===== config.mk =====
export PLATFORM = sky130hd
export DESIGN_NAME = multi_store_slot_table
export DESIGN_NICKNAME = d
export VERILOG_FILES = /design/src/sv/msst_pkg.sv /design/src/sv/msst_datapath.sv /design/src/sv/msst_ctrl.sv /design/src/sv/multi_store_slot_table.sv
export SDC_FILE = /design/constraint.sdc
export NUM_CORES = 2
export LEC_CHECK = 0
export BUFFER_PORTS_ARGS = -buffer_cell sky130_fd_sc_hd__buf_4
export CAP_MARGIN = 10
export CELL_PAD_IN_SITES_DETAIL_PLACEMENT = 0
export CELL_PAD_IN_SITES_GLOBAL_PLACEMENT = 1
export CORE_MARGIN = 8
export CORE_UTILIZATION = 45
export DETAILED_ROUTE_END_ITERATION = 6
export GPL_TIMING_DRIVEN = 0
export HOLD_SLACK_MARGIN = 0.12
export PLACE_DENSITY_LB_ADDON = 0.1
export SKIP_LAST_GASP = 1
export SYNTH_ARGS = -nofsm -noshare
export SYNTH_HDL_FRONTEND = slang
export SYNTH_HIERARCHICAL = 1
export SYNTH_MEMORY_MAX_BITS = 65536
export SYNTH_SLANG_ARGS = --single-unit

===== constraint.sdc =====
create_clock -name clk -period 6.4 [get_ports clk]
set_clock_uncertainty 0.2 [all_clocks]
set_input_delay 1.28 -clock clk [delete_from_list [all_inputs] [get_ports clk]]
set_output_delay 1.28 -clock clk [all_outputs]
set_load 0.1 [all_outputs]

===== src/sv/msst_pkg.sv =====
// Shared types and constants for the multi-store slot table.
// Holds command codes, status codes and the control/status structs that
// join the controller to the datapath. Depends on nothing.
package msst_pkg;

	localparam int CMD_W    = 3;
	localparam int ID_W     = 3;
	localparam int VALUE_W  = 32;
	localparam int INDEX_W  = 4;
	localparam int SIZE_W   = 5;
	localparam int STATUS_W = 3;
	localparam int MASK_W   = 8;
	localparam int COUNT_W  = 8;

	localparam logic [CMD_W-1:0] CMD_CREATE   = 3'd0;
	localparam logic [CMD_W-1:0] CMD_ADD_FREE = 3'd1;
	localparam logic [CMD_W-1:0] CMD_ADD_AT   = 3'd2;
	localparam logic [CMD_W-1:0] CMD_CLR_VAL  = 3'd3;
	localparam logic [CMD_W-1:0] CMD_CLR_AT   = 3'd4;
	localparam logic [CMD_W-1:0] CMD_FIND     = 3'd5;

	localparam logic [STATUS_W-1:0] ST_OK        = 3'd0;
	localparam logic [STATUS_W-1:0] ST_BAD_ID    = 3'd1;
	localparam logic [STATUS_W-1:0] ST_NO_FREE   = 3'd2;
	localparam logic [STATUS_W-1:0] ST_BAD_INDEX = 3'd3;
	localparam logic [STATUS_W-1:0] ST_OCCUPIED  = 3'd4;
	localparam logic [STATUS_W-1:0] ST_BAD_SIZE  = 3'd5;
	localparam logic [STATUS_W-1:0] ST_FULL      = 3'd6;

	// Commands from the controller to the datapath.
	typedef struct packed {
		logic                load;
		logic                set_status;
		logic [STATUS_W-1:0] status_code;
		logic                create_start;
		logic                clear_step;
		logic                create_done;
		logic                scan_start;
		logic                scan_en;
		logic                poke_start;
		logic                poke_exec;
		logic                out_load;
	} ctl_cmd_t;

	// Status from the datapath to the controller.
	typedef struct packed {
		logic [CMD_W-1:0] cmd;
		logic             bad_size;
		logic             full;
		logic             bad_id;
		logic             bad_index;
		logic             no_stores;
		logic             clear_last;
		logic             scan_busy;
		logic             found;
		logic             occupied;
	} dp_stat_t;

endpackage


===== src/sv/msst_datapath.sv =====
// Datapath of the multi-store slot table: latched command fields, the store
// length memory, the slot memory, the scan pipeline and the result registers.
// Depends on msst_pkg; driven by msst_ctrl through ctl_cmd_t.
module msst_datapath #(
	parameter int NUM_STORES = 8,
	parameter int MAX_SLOTS  = 16
) (
	input  logic                              clk,
	input  logic                              arst_n,
	input  logic [msst_pkg::CMD_W-1:0]        in_cmd,
	input  logic [msst_pkg::ID_W-1:0]         in_store_id,
	input  logic [msst_pkg::VALUE_W-1:0]      in_value,
	input  logic [msst_pkg::INDEX_W-1:0]      in_slot_index,
	input  logic [msst_pkg::SIZE_W-1:0]       in_new_size,
	input  msst_pkg::ctl_cmd_t                ctl,
	output msst_pkg::dp_stat_t                stat,
	output logic [msst_pkg::STATUS_W-1:0]     out_status,
	output logic [msst_pkg::ID_W-1:0]         out_created_id,
	output logic [msst_pkg::MASK_W-1:0]       out_match_mask,
	output logic [msst_pkg::COUNT_W-1:0]      out_match_count
);
	import msst_pkg::*;

	localparam int DEPTH = NUM_STORES * MAX_SLOTS;
	localparam int AW    = (DEPTH > 1) ? $clog2(DEPTH) : 1;
	localparam int IW    = (NUM_STORES > 1) ? $clog2(NUM_STORES) : 1;
	localparam int SW    = $clog2(NUM_STORES + 1);
	localparam int LW    = $clog2(MAX_SLOTS + 1);
	localparam logic [AW-1:0] SLOTS_A   = AW'(MAX_SLOTS);
	localparam logic [LW-1:0] LAST_SLOT = LW'(MAX_SLOTS - 1);

	// Latched command fields.
	logic [CMD_W-1:0]   cmd_q;
	logic [ID_W-1:0]    id_q;
	logic [VALUE_W-1:0] val_q;
	logic [INDEX_W-1:0] idx_q;
	logic [SIZE_W-1:0]  size_q;

	logic [SW-1:0]      made_q;

	logic [LW-1:0]      len_mem [NUM_STORES];
	logic [LW-1:0]      len_rd_q;
	logic [IW-1:0]      len_ra;

	logic [VALUE_W-1:0] slot_mem [DEPTH];
	logic [VALUE_W-1:0] slot_rd_q;
	logic [AW-1:0]      slot_ra;
	logic               slot_we;
	logic [AW-1:0]      slot_wa;
	logic [VALUE_W-1:0] slot_wd;

	// Scan issue stage and compare stage.
	logic [IW-1:0]      cur_st_q;
	logic [IW-1:0]      cur_st_d;
	logic [IW-1:0]      start_st;
	logic [LW-1:0]      sl_q;
	logic [LW-1:0]      cur_len_q;
	logic [AW-1:0]      addr_q;
	logic [AW-1:0]      row_q;
	logic               issue_q;
	logic               issue_fire;
	logic               row_end;
	logic               more;
	logic               vld_s1;
	logic [AW-1:0]      addr_s1;
	logic [IW-1:0]      st_s1;
	logic               found_q;
	logic               cmp_en;
	logic               find_hit;

	logic [IW-1:0]      mul_st;
	logic [AW-1:0]      mul_base;
	logic [31:0]        len_nxt;

	logic [STATUS_W-1:0] status_q;
	logic [ID_W-1:0]     made_res_q;
	logic [MASK_W-1:0]   mask_q;
	logic [COUNT_W-1:0]  count_q;

	assign start_st   = (cmd_q == CMD_FIND) ? '0 : IW'(id_q);
	assign issue_fire = ctl.scan_en && issue_q;
	assign row_end    = (LW'(sl_q + 1'b1) == cur_len_q);
	assign more       = (cmd_q == CMD_FIND) && ((32'(cur_st_q) + 32'd1) < 32'(made_q));
	assign cmp_en     = ctl.scan_en && vld_s1;
	assign find_hit   = cmp_en && (cmd_q == CMD_FIND) && (slot_rd_q == val_q);

	always_comb begin
		if (ctl.create_start) begin
			mul_st = IW'(made_q);
		end else if (ctl.poke_start) begin
			mul_st = IW'(id_q);
		end else begin
			mul_st = start_st;
		end
	end

	assign mul_base = AW'(mul_st) * SLOTS_A;

	always_comb begin
		cur_st_d = cur_st_q;
		if (ctl.scan_start) begin
			cur_st_d = start_st;
		end else if (issue_fire && row_end && more) begin
			cur_st_d = cur_st_q + IW'(1);
		end
	end

	// The length of the following store is prefetched while the current one
	// is scanned, so a find steps from row to row without a bubble.
	assign len_nxt = 32'(cur_st_d) + 32'd1;

	always_comb begin
		if (ctl.load) begin
			len_ra = (in_cmd == CMD_FIND) ? '0 : IW'(in_store_id);
		end else if (len_nxt < 32'(NUM_STORES)) begin
			len_ra = IW'(len_nxt);
		end else begin
			len_ra = '0;
		end
	end

	assign slot_ra = ctl.poke_start ? AW'(mul_base + AW'(idx_q)) : addr_q;

	always_comb begin
		slot_we = 1'b0;
		slot_wa = addr_q;
		slot_wd = '0;
		if (ctl.clear_step) begin
			slot_we = 1'b1;
		end else if (ctl.poke_exec) begin
			if (cmd_q == CMD_ADD_AT) begin
				slot_we = (slot_rd_q == '0);
				slot_wd = val_q;
			end else begin
				slot_we = 1'b1;
			end
		end else if (cmp_en) begin
			slot_wa = addr_s1;
			if (cmd_q == CMD_ADD_FREE) begin
				slot_we = !found_q && (slot_rd_q == '0);
				slot_wd = val_q;
			end else if (cmd_q == CMD_CLR_VAL) begin
				slot_we = (slot_rd_q == val_q);
			end
		end
	end

	always_ff @(posedge clk) begin
		if (ctl.load) begin
			cmd_q  <= in_cmd;
			id_q   <= in_store_id;
			val_q  <= in_value;
			idx_q  <= in_slot_index;
			size_q <= in_new_size;
		end
	end

	always_ff @(posedge clk) begin
		len_rd_q <= len_mem[len_ra];
		if (ctl.create_start) begin
			len_mem[IW'(made_q)] <= LW'(size_q);
		end
	end

	always_ff @(posedge clk) begin
		slot_rd_q <= slot_mem[slot_ra];
		if (slot_we) begin
			slot_mem[slot_wa] <= slot_wd;
		end
	end

	always_ff @(posedge clk) begin
		if (ctl.create_start) begin
			addr_q <= mul_base;
			sl_q   <= '0;
		end else if (ctl.clear_step) begin
			addr_q <= addr_q + AW'(1);
			sl_q   <= sl_q + LW'(1);
		end else if (ctl.poke_start) begin
			addr_q <= slot_ra;
		end else if (ctl.scan_start) begin
			addr_q    <= mul_base;
			row_q     <= mul_base;
			sl_q      <= '0;
			cur_len_q <= len_rd_q;
			cur_st_q  <= cur_st_d;
		end else if (issue_fire) begin
			if (row_end) begin
				if (more) begin
					row_q     <= row_q + SLOTS_A;
					addr_q    <= row_q + SLOTS_A;
					sl_q      <= '0;
					cur_len_q <= len_rd_q;
					cur_st_q  <= cur_st_d;
				end
			end else begin
				addr_q <= addr_q + AW'(1);
				sl_q   <= sl_q + LW'(1);
			end
		end
		addr_s1 <= addr_q;
		st_s1   <= cur_st_q;
	end

	always_ff @(posedge clk or negedge arst_n) begin
		if (!arst_n) begin
			issue_q <= 1'b0;
			vld_s1  <= 1'b0;
			found_q <= 1'b0;
			made_q  <= '0;
		end else begin
			vld_s1 <= issue_fire;
			if (ctl.scan_start) begin
				issue_q <= 1'b1;
				found_q <= 1'b0;
			end else if (!ctl.scan_en || (issue_fire && row_end && !more)) begin
				issue_q <= 1'b0;
			end
			if (cmp_en && (cmd_q == CMD_ADD_FREE) && !found_q && (slot_rd_q == '0)) begin
				found_q <= 1'b1;
			end
			if (ctl.create_done) begin
				made_q <= made_q + SW'(1);
			end
		end
	end

	always_ff @(posedge clk) begin
		if (ctl.load) begin
			status_q   <= ST_OK;
			made_res_q <= '0;
			mask_q     <= '0;
			count_q    <= '0;
		end else begin
			if (ctl.set_status) begin
				status_q <= ctl.status_code;
			end
			if (ctl.create_done) begin
				made_res_q <= ID_W'(made_q);
			end
			if (find_hit) begin
				if (count_q != '1) begin
					count_q <= count_q + COUNT_W'(1);
				end
				// Stores numbered past the mask width still count, but set no bit.
				for (int k = 0; k < MASK_W; k++) begin
					if (32'(st_s1) == k) begin
						mask_q[k] <= 1'b1;
					end
				end
			end
		end
	end

	always_ff @(posedge clk) begin
		if (ctl.out_load) begin
			out_status      <= status_q;
			out_created_id  <= made_res_q;
			out_match_mask  <= mask_q;
			out_match_count <= count_q;
		end
	end

	always_comb begin
		stat.cmd        = cmd_q;
		stat.bad_size   = (size_q == '0) || (32'(size_q) > 32'(MAX_SLOTS));
		stat.full       = (32'(made_q) >= 32'(NUM_STORES));
		stat.bad_id     = (32'(id_q) >= 32'(made_q));
		stat.bad_index  = (32'(idx_q) >= 32'(len_rd_q));
		stat.no_stores  = (made_q == '0);
		stat.clear_last = (sl_q == LAST_SLOT);
		stat.scan_busy  = issue_q || vld_s1;
		stat.found      = found_q;
		stat.occupied   = (slot_rd_q != '0);
	end

endmodule


===== src/sv/msst_ctrl.sv =====
// Controller of the multi-store slot table: a one-hot state machine that
// takes a beat, sequences the datapath and holds the output beat valid.
// Depends on msst_pkg; drives msst_datapath through ctl_cmd_t.
module msst_ctrl (
	input  logic               clk,
	input  logic               arst_n,
	input  logic               in_valid,
	output logic               in_ready,
	output logic               out_valid,
	input  logic               out_ready,
	input  msst_pkg::dp_stat_t stat,
	output msst_pkg::ctl_cmd_t ctl
);
	import msst_pkg::*;

	typedef enum logic [5:0] {
		S_IDLE  = 6'b000001,
		S_CHECK = 6'b000010,
		S_CLEAR = 6'b000100,
		S_SCAN  = 6'b001000,
		S_POKE  = 6'b010000,
		S_DONE  = 6'b100000
	} state_t;

	state_t state_q;
	state_t state_d;
	logic   out_valid_q;

	assign in_ready  = (state_q == S_IDLE);
	assign out_valid = out_valid_q;

	always_comb begin
		state_d = state_q;
		ctl     = '0;
		case (state_q)
			S_IDLE: begin
				if (in_valid) begin
					ctl.load = 1'b1;
					state_d  = S_CHECK;
				end
			end
			S_CHECK: begin
				state_d = S_DONE;
				case (stat.cmd)
					CMD_CREATE: begin
						if (stat.bad_size) begin
							ctl.set_status  = 1'b1;
							ctl.status_code = ST_BAD_SIZE;
						end else if (stat.full) begin
							ctl.set_status  = 1'b1;
							ctl.status_code = ST_FULL;
						end else begin
							ctl.create_start = 1'b1;
							state_d          = S_CLEAR;
						end
					end
					CMD_ADD_FREE, CMD_CLR_VAL: begin
						if (stat.bad_id) begin
							ctl.set_status  = 1'b1;
							ctl.status_code = ST_BAD_ID;
						end else begin
							ctl.scan_start = 1'b1;
							state_d        = S_SCAN;
						end
					end
					CMD_ADD_AT, CMD_CLR_AT: begin
						if (stat.bad_id) begin
							ctl.set_status  = 1'b1;
							ctl.status_code = ST_BAD_ID;
						end else if (stat.bad_index) begin
							ctl.set_status  = 1'b1;
							ctl.status_code = ST_BAD_INDEX;
						end else begin
							ctl.poke_start = 1'b1;
							state_d        = S_POKE;
						end
					end
					CMD_FIND: begin
						if (!stat.no_stores) begin
							ctl.scan_start = 1'b1;
							state_d        = S_SCAN;
						end
					end
					default: begin
						state_d = S_DONE;
					end
				endcase
			end
			S_CLEAR: begin
				ctl.clear_step = 1'b1;
				if (stat.clear_last) begin
					ctl.create_done = 1'b1;
					state_d         = S_DONE;
				end
			end
			S_SCAN: begin
				ctl.scan_en = 1'b1;
				if (stat.found || !stat.scan_busy) begin
					if ((stat.cmd == CMD_ADD_FREE) && !stat.found) begin
						ctl.set_status  = 1'b1;
						ctl.status_code = ST_NO_FREE;
					end
					state_d = S_DONE;
				end
			end
			S_POKE: begin
				ctl.poke_exec = 1'b1;
				if ((stat.cmd == CMD_ADD_AT) && stat.occupied) begin
					ctl.set_status  = 1'b1;
					ctl.status_code = ST_OCCUPIED;
				end
				state_d = S_DONE;
			end
			S_DONE: begin
				if (!out_valid_q || out_ready) begin
					ctl.out_load = 1'b1;
					state_d      = S_IDLE;
				end
			end
			default: begin
				state_d = S_IDLE;
			end
		endcase
	end

	always_ff @(posedge clk or negedge arst_n) begin
		if (!arst_n) begin
			state_q     <= S_IDLE;
			out_valid_q <= 1'b0;
		end else begin
			state_q <= state_d;
			if (ctl.out_load) begin
				out_valid_q <= 1'b1;
			end else if (out_ready) begin
				out_valid_q <= 1'b0;
			end
		end
	end

endmodule


===== src/sv/multi_store_slot_table.sv =====
// Multi-store slot table: a numbered set of stores, each a row of 32-bit
// slots where zero means empty, with create, add, clear and find commands.
// Depends on msst_pkg, msst_ctrl and msst_datapath.
//
// Usage: each command arrives as one beat on the s_ side (cmd on s_tuser,
// the other fields on s_tdata) and answers with exactly one beat on the
// m_ side carrying status, created ID, match mask and match count.
// One command is worked on at a time; s_tready is high while the block is
// idle, and a new beat is taken even while the previous answer still waits
// on the m_ side in the output register.
// From accept to m_tvalid: a command rejected by its checks or an unused
// code goes from its check straight to the answer; add or clear at an
// index reads the slot and then writes it; a create sweeps the new row to
// zero one slot a cycle; add-first-free, clear-by-value and find walk the
// slots through the scan pipeline, and the slot memory gives one read per
// cycle, so a find walks every slot of every created store, up to
// NUM_STORES * MAX_SLOTS. The next beat can be taken in the cycle after
// the answer is loaded.
// Reset empties the table (no stores exist); rows are zeroed when created.
// When the receiver stalls, the answer holds in the output register and the
// next command finishes its work and then waits until that beat is taken.
module multi_store_slot_table #(
	parameter int NUM_STORES = 8,
	parameter int MAX_SLOTS  = 16
) (
	input  logic        clk,
	input  logic        arst_n,
	input  logic        s_tvalid,
	output logic        s_tready,
	// s_tdata: store_id[2:0], value[34:3], slot_index[38:35], new_size[43:39], zeros
	input  logic [47:0] s_tdata,
	// s_tuser: cmd[2:0]
	input  logic [2:0]  s_tuser,
	output logic        m_tvalid,
	input  logic        m_tready,
	// m_tdata: status[2:0], created_id[5:3], match_mask[13:6], match_count[21:14], zeros
	output logic [23:0] m_tdata
);
	import msst_pkg::*;

	ctl_cmd_t            ctl;
	dp_stat_t            stat;
	logic [STATUS_W-1:0] res_status;
	logic [ID_W-1:0]     res_created_id;
	logic [MASK_W-1:0]   res_match_mask;
	logic [COUNT_W-1:0]  res_match_count;

	msst_ctrl u_ctrl (
		.clk       (clk),
		.arst_n    (arst_n),
		.in_valid  (s_tvalid),
		.in_ready  (s_tready),
		.out_valid (m_tvalid),
		.out_ready (m_tready),
		.stat      (stat),
		.ctl       (ctl)
	);

	msst_datapath #(
		.NUM_STORES (NUM_STORES),
		.MAX_SLOTS  (MAX_SLOTS)
	) u_datapath (
		.clk             (clk),
		.arst_n          (arst_n),
		.in_cmd          (s_tuser),
		.in_store_id     (s_tdata[2:0]),
		.in_value        (s_tdata[34:3]),
		.in_slot_index   (s_tdata[38:35]),
		.in_new_size     (s_tdata[43:39]),
		.ctl             (ctl),
		.stat            (stat),
		.out_status      (res_status),
		.out_created_id  (res_created_id),
		.out_match_mask  (res_match_mask),
		.out_match_count (res_match_count)
	);

	assign m_tdata = {2'b00, res_match_count, res_match_mask, res_created_id, res_status};

endmodule

# == Word level (Yosys, flattened, before mapping) ==
# Memory sizes are Yosys's and may differ from the RTL's. A register that Yosys moved wholly into a read port is not among the register bits.
# Index checks and enable logic that the tools add are counted.
# word_totals
regBits,142
latchBits,0
mem_bits_rw,4136
romBits,0
in_bits,55
output_inout_bits,26
word_cells,240
n_memories,2
# classes
n_addsub,9
mul,0
n_div,0
n_lt_le_gt_ge,6
eq_ne,31
shift,0
n_mux,99
n_bitwise,3
n_reduce_logical,55
# mem_list
memory,depth,width,read_ports,rd_ports_with_merged_regs,wr,line_no,source
u_datapath.slot_mem,128,32,1,1,1,msst_datapath.sv:45,logic [VALUE_W-1:0] slot_mem [DEPTH];
u_datapath.len_mem,8,5,1,1,1,msst_datapath.sv:41,logic [LW-1:0] len_mem [NUM_STORES];
# op_table
operator,n
$mux 32,5
$mux 7,14
$mux 6,10
$mux 5,10
$mux 3,12
$pmux 6 s6,1
$mux 1,34
$eq 32x32->1,1
$logic_not 32->1,1
$lt 32x4->1,1
$lt 32x4->1 const B,1
$mux 4,8
$reduce_bool 32->1,1
$pmux 4 s3,2
$pmux 6 s4,1
$reduce_and 2->1,11
$eq 3x3->1 const B,7
$logic_and 1x1->1,14
$eq 3x2->1 const B,4
$reduce_bool 2->1,6
$add 3x1->4 const B,2
$add 8x1->8 const B,1
$ne 8x8->1 const B,1
$add 7x1->7 const B,1
other kinds (38),54

# == Longest topological paths before layout ==
# logic_depth
ltp_word,12
ltp_mapped,20
mapped_depth_nobuf,17

# == Hierarchy ==
# Netlist, hierarchy kept.
# modules_own_cells
module,n_inst,cells_each,area_per_inst_um2,seq_area_each_um2
msst_datapath,1,8052,166009.2,128428.2
msst_ctrl,1,83,666.9,176.4
multi_store_slot_table,1,3,18.8,0.0

# == Least setup slack after synthesis ==
# Ideal clock, no wire load.
# synth_timing
path_kind,in2reg
start,input port s_tvalid
end,register u_datapath.len_rd_q[0] (read register of u_datapath.len_mem)
setup_ns,0.121
t_arrival_ns,5.301
required_ns,6.079
setup_slack_ns,0.778
path_stages,7
n_path_buf,1
path_cell_list,inv_1 > nor2_1 > clkbuf_1 > nand3_1 > o21ai_1 > mux4_2 > mux2_2
# synth_lines
element,line_no,source
"start, declared",multi_store_slot_table.sv:28,"input logic s_tvalid,"
"end, declared",msst_datapath.sv:42,logic [LW-1:0] len_rd_q;

==> results_dict.tcl <==
set metrics [dict create \
    setup_viol 1 \
    clock_latency_ps 980 \
    synth_top_area_cell "edfxtp_1" \
    synthArstFlopShare_pct 0.325 \
    worst-path-max-fanout 10 \
    antenna_found_initial 49 \
    via_count 87300 \
    place_hpwl_mm 347 \
    cp_data_required_time_ps 7000 \
    cp_top_family "buffers and inverters" \
    p_per_area_nw_per_um2 398 \
    drc_errors 0 \
    p_leak_nw 62.3 \
    core_um2 369000 \
    crit_chain "inv_1, ha_1, nand2b_1, a21o_1, a21o_1, a21oi_1, nor2_1, or2_2, nor4_4, buf_4, mux2_2, buf_6, buf_2, buf_2, buf_2, mux4_2, mux2i_1, a211oi_1, a211oi_1, a211oi_1" \
    drtAntennaViolNets 0 \
    path_clk_slew_ps 60 \
    grt_max_degree 88 \
    path_class "register to register" \
    fin_ws_ps -2.12 \
    die_x_um 625 \
    status "complete, but fails checks" \
    ys_seq_area_share_pct 77.1 \
    synth.area.top_cells "edfxtp_1 (76%), mux4_2 (14%), nand2_1 (2.1%), dfxtp_1 (0.94%), nand3_1 (0.80%)" \
    clock-root-buffer "clkbuf_16" \
    drive_above_1_share_pct 28.0 \
    synthFlopType "edfxtp_1" \
    period_share_pct 100 \
    rr_worst_depth 20 \
    hold_class "register to register" \
    avgRoutedWirePerCell_um 35.9 \
    worst_pin_slew_ps 1180 \
    min_period_ps 6400 \
    max_stage_delay_ps 690 \
    yosys_warnings 6 \
    synth_top_area_share_pct 76.0 \
    grt_pass1_vias 86100 \
    portBuffers 74 \
    post-place-ws_ps -2470 \
    fin_cells 14200 \
    p_clk_share_pct 33.4 \
    drtIter0Drc 11200 \
    synth_edf_count 4219 \
    grt_usage_pct 25.7 \
    synth.avg_cell_area_um2 20.5 \
    cp.depth 20 \
    syn_inst 8138 \
    p_int_mw 52.9 \
    failed_checks "negative setup slack" \
    endpoint_kind "register" \
    cts.sinks 4311 \
    pwr-share-comb_pct 26.3 \
    p_seq_share_pct 40.3 \
    numCtsBuffers 454 \
    drv_slew 0 \
    placed_area_um2 179000 \
    maxCapViolCount 0 \
    hold_violations 0 \
    rsz0062_at_grt "true" \
    gp_congestion 0.913 \
    dr.pass1.iters 6 \
    rows 223 \
    grt_pass1_wl_mm 702 \
    start_util_pct 45.2 \
    synthDistinctLibCells 76 \
    switchingPower_mw 24.5 \
    path_buf_inv 6 \
    layout-area-overhead-vs-synth_pct 16.8 \
    slowest_stage "mux2i_1" \
    fp.dieH_um 625 \
    critical_path.startpoint_type "register" \
    dieArea_um2 390000 \
    fin_nets 8963 \
    synth_seq_cells 4311 \
    routed_wl_mm 510 \
    final_util_pct 52.8 \
    fill_cells 29000 \
    clock.fmax_mhz 156 \
    worst_ep_arrival_time_ps 7000 \
    place_inst 13400 \
    io_pins 81 \
    min_path_cells 0 \
    syn_area_um2 167000 \
    clockBufferDepth 4 \
    cts_tree "yes" \
    grt_overflow 0 \
    relSlewSlack_pct 21.0 \
    routed_via_density 6.14 \
    cts_max_level 5 \
    sw_frac_of_total_pct 31.6 \
    ir_drop_mv 0.249 \
    postLayoutCellArea_um2 195000 \
]
-- registers in the layout, summed over array words and instances (netlist names), 8 cells and up --
name,cells
u_datapath/slot_mem,4096
u_datapath/out_match_count,8
u_datapath/out_match_mask,8
u_datapath/len_mem,40
u_datapath/count_q,8
u_datapath/slot_rd_q,32
u_datapath/val_q,32
u_datapath/mask_q,8
-- synthesized netlist by cell type, types with 72 or more instances --
master	instances
nand2_1	929
edfxtp_1	4219
buf_2	133
and3_1	118
a311oi_1	88
clkbuf_1	207
dfxtp_1	78
mux4_2	1034
nand3_1	265
buf_4	72
a211oi_1	90
a31oi_1	106
and2_1	74
nor2_1	195
-- placed cells by master, fill, tap and decap left out, types with 20 or more instances in the layout --
cell       Yosys  layout
o221ai_1      22      22
buf_12         0     137
a31oi_1      106      59
nand2_1      929     928
clkbuf_2       0      41
o22a_2         0      20
bufinv_16      0      40
mux2i_1       52      48
o21ai_0       37      33
and2_4         0      32
a31oi_4        0      24
clkbuf_1     207     238
mux4_2      1034    1034
a311oi_2       0      25
clkinv_2       0      95
dfxtp_1       78      78
buf_4         72     187
nor2_4         0     129
edfxtp_1    4219    4219
and2_1        74      42
a211oi_1      90      77
clkbuf_16      0     467
a311oi_1      88      58
buf_6         33      39
buf_16         0      51
clkinv_1       0     101
a31oi_2        0      23
nand2b_1      22      22
a21oi_1       53      53
inv_1         21      21
buf_2        133     106
xnor2_1       42      42
and3_1       118     118
nor2_1       195      66
nand3_1      265     262
-- through the flow --
step | hold WS [ps] | total power, mW | setup TNS (ps)
final | 165 | 77.4 | -2.12
after global routing | 176 | 79.6 | -202
after CTS | 164 | 77.7 | 0
after detailed placement | 138 | 51.3 | -66670
after global placement | 139 | 51.1 | -
after floorplan | 129 | 42.9 | 0
-- worst paths after layout --
kind,slack [ps],endpoint,start
max,-2,u_datapath/slot_rd_q[13]$_DFF_P_,u_datapath/idx_q[0]$_DFFE_PP_
min in group asynchronous,500,u_ctrl/state_q[3]$_DFFE_PN0P_,arst_n
max in group asynchronous,5250,u_ctrl/state_q[0]$_DFFE_PN1P_,arst_n
max reg2reg,-2,u_datapath/slot_rd_q[13]$_DFF_P_,u_datapath/idx_q[0]$_DFFE_PP_
min,160,u_datapath/addr_s1[2]$_DFF_P_,u_datapath/addr_q[2]$_SDFFE_PP0P_
min reg2reg,160,u_datapath/addr_s1[2]$_DFF_P_,u_datapath/addr_q[2]$_SDFFE_PP0P_
-- layout make-up --
type	instances	area, µm²	share of cell area (%)
Sequential cell	4311	129000	66.1
Multi-Input combinational cell	3339	37600	19.3
Clock buffer	562	12100	6.22
Tap cell	4950	6190	3.18
Timing Repair Buffer	296	5010	2.57
Buffer	465	2640	1.36
Clock inverter	269	2440	1.26
Inverter	22	82.6	0.0424
Antenna cell	7	17.5	0.00900
-- what timing repair did --
item,CTS,global route
hold endpoints to repair,14,0
buffers inserted,3,1
hold buffers,1,0
pin swaps,2,5
gates resized for setup,193,54
endpoints found under the setup margin,32,32
-- layer usage --
| layer | routed length, µm | up-vias | global-route usage [%] | part of all wire [%] |
|---|---|---|---|---|
| li1 | - | 35000 | - | - |
| met1 | 214000 | 47500 | 38.0 | 42 |
| met2 | 229000 | 4082 | 38.4 | 45 |
| met3 | 50400 | 632 | 5.79 | 9.9 |
| met4 | 17600 | 12 | 7.72 | 3.4 |
| met5 | 68 | - | 0 | 0.013 |
-- cell families (layout without fill, tap and decap cells) --
| logic type | count (synthesis) | in the layout | share of synthesized area, % |
|---|---|---|---|
| DFF | 4311 | 4311 | 77.1 |
| and+or+nand+nor | 1697 | 1697 | 4.53 |
| muxes | 1098 | 1098 | 14.4 |
| buffers and inverters | 489 | 1614 | 1.51 |
| AOI/OAI and AO/OA | 468 | 468 | 2.01 |
| xor gates and xnor gates | 55 | 55 | 0.289 |
| adders and majority gates | 19 | 19 | 0.143 |
| other | 1 | 9 | 0.00225 |
-- power by group through the flow --
stage	clock network, mW	logic (mW)	registers, mW
6_report	25.9	20.3	31.2
5_1_grt	27.3	21.1	31.2
4_1_cts	26.3	20.2	31.2
3_5_place_dp	0	19.6	31.8
3_3_place_gp	0	19.3	31.8
2_1_floorplan	0	11.2	31.6
Note: power is estimated with default switching activity, not from simulation.
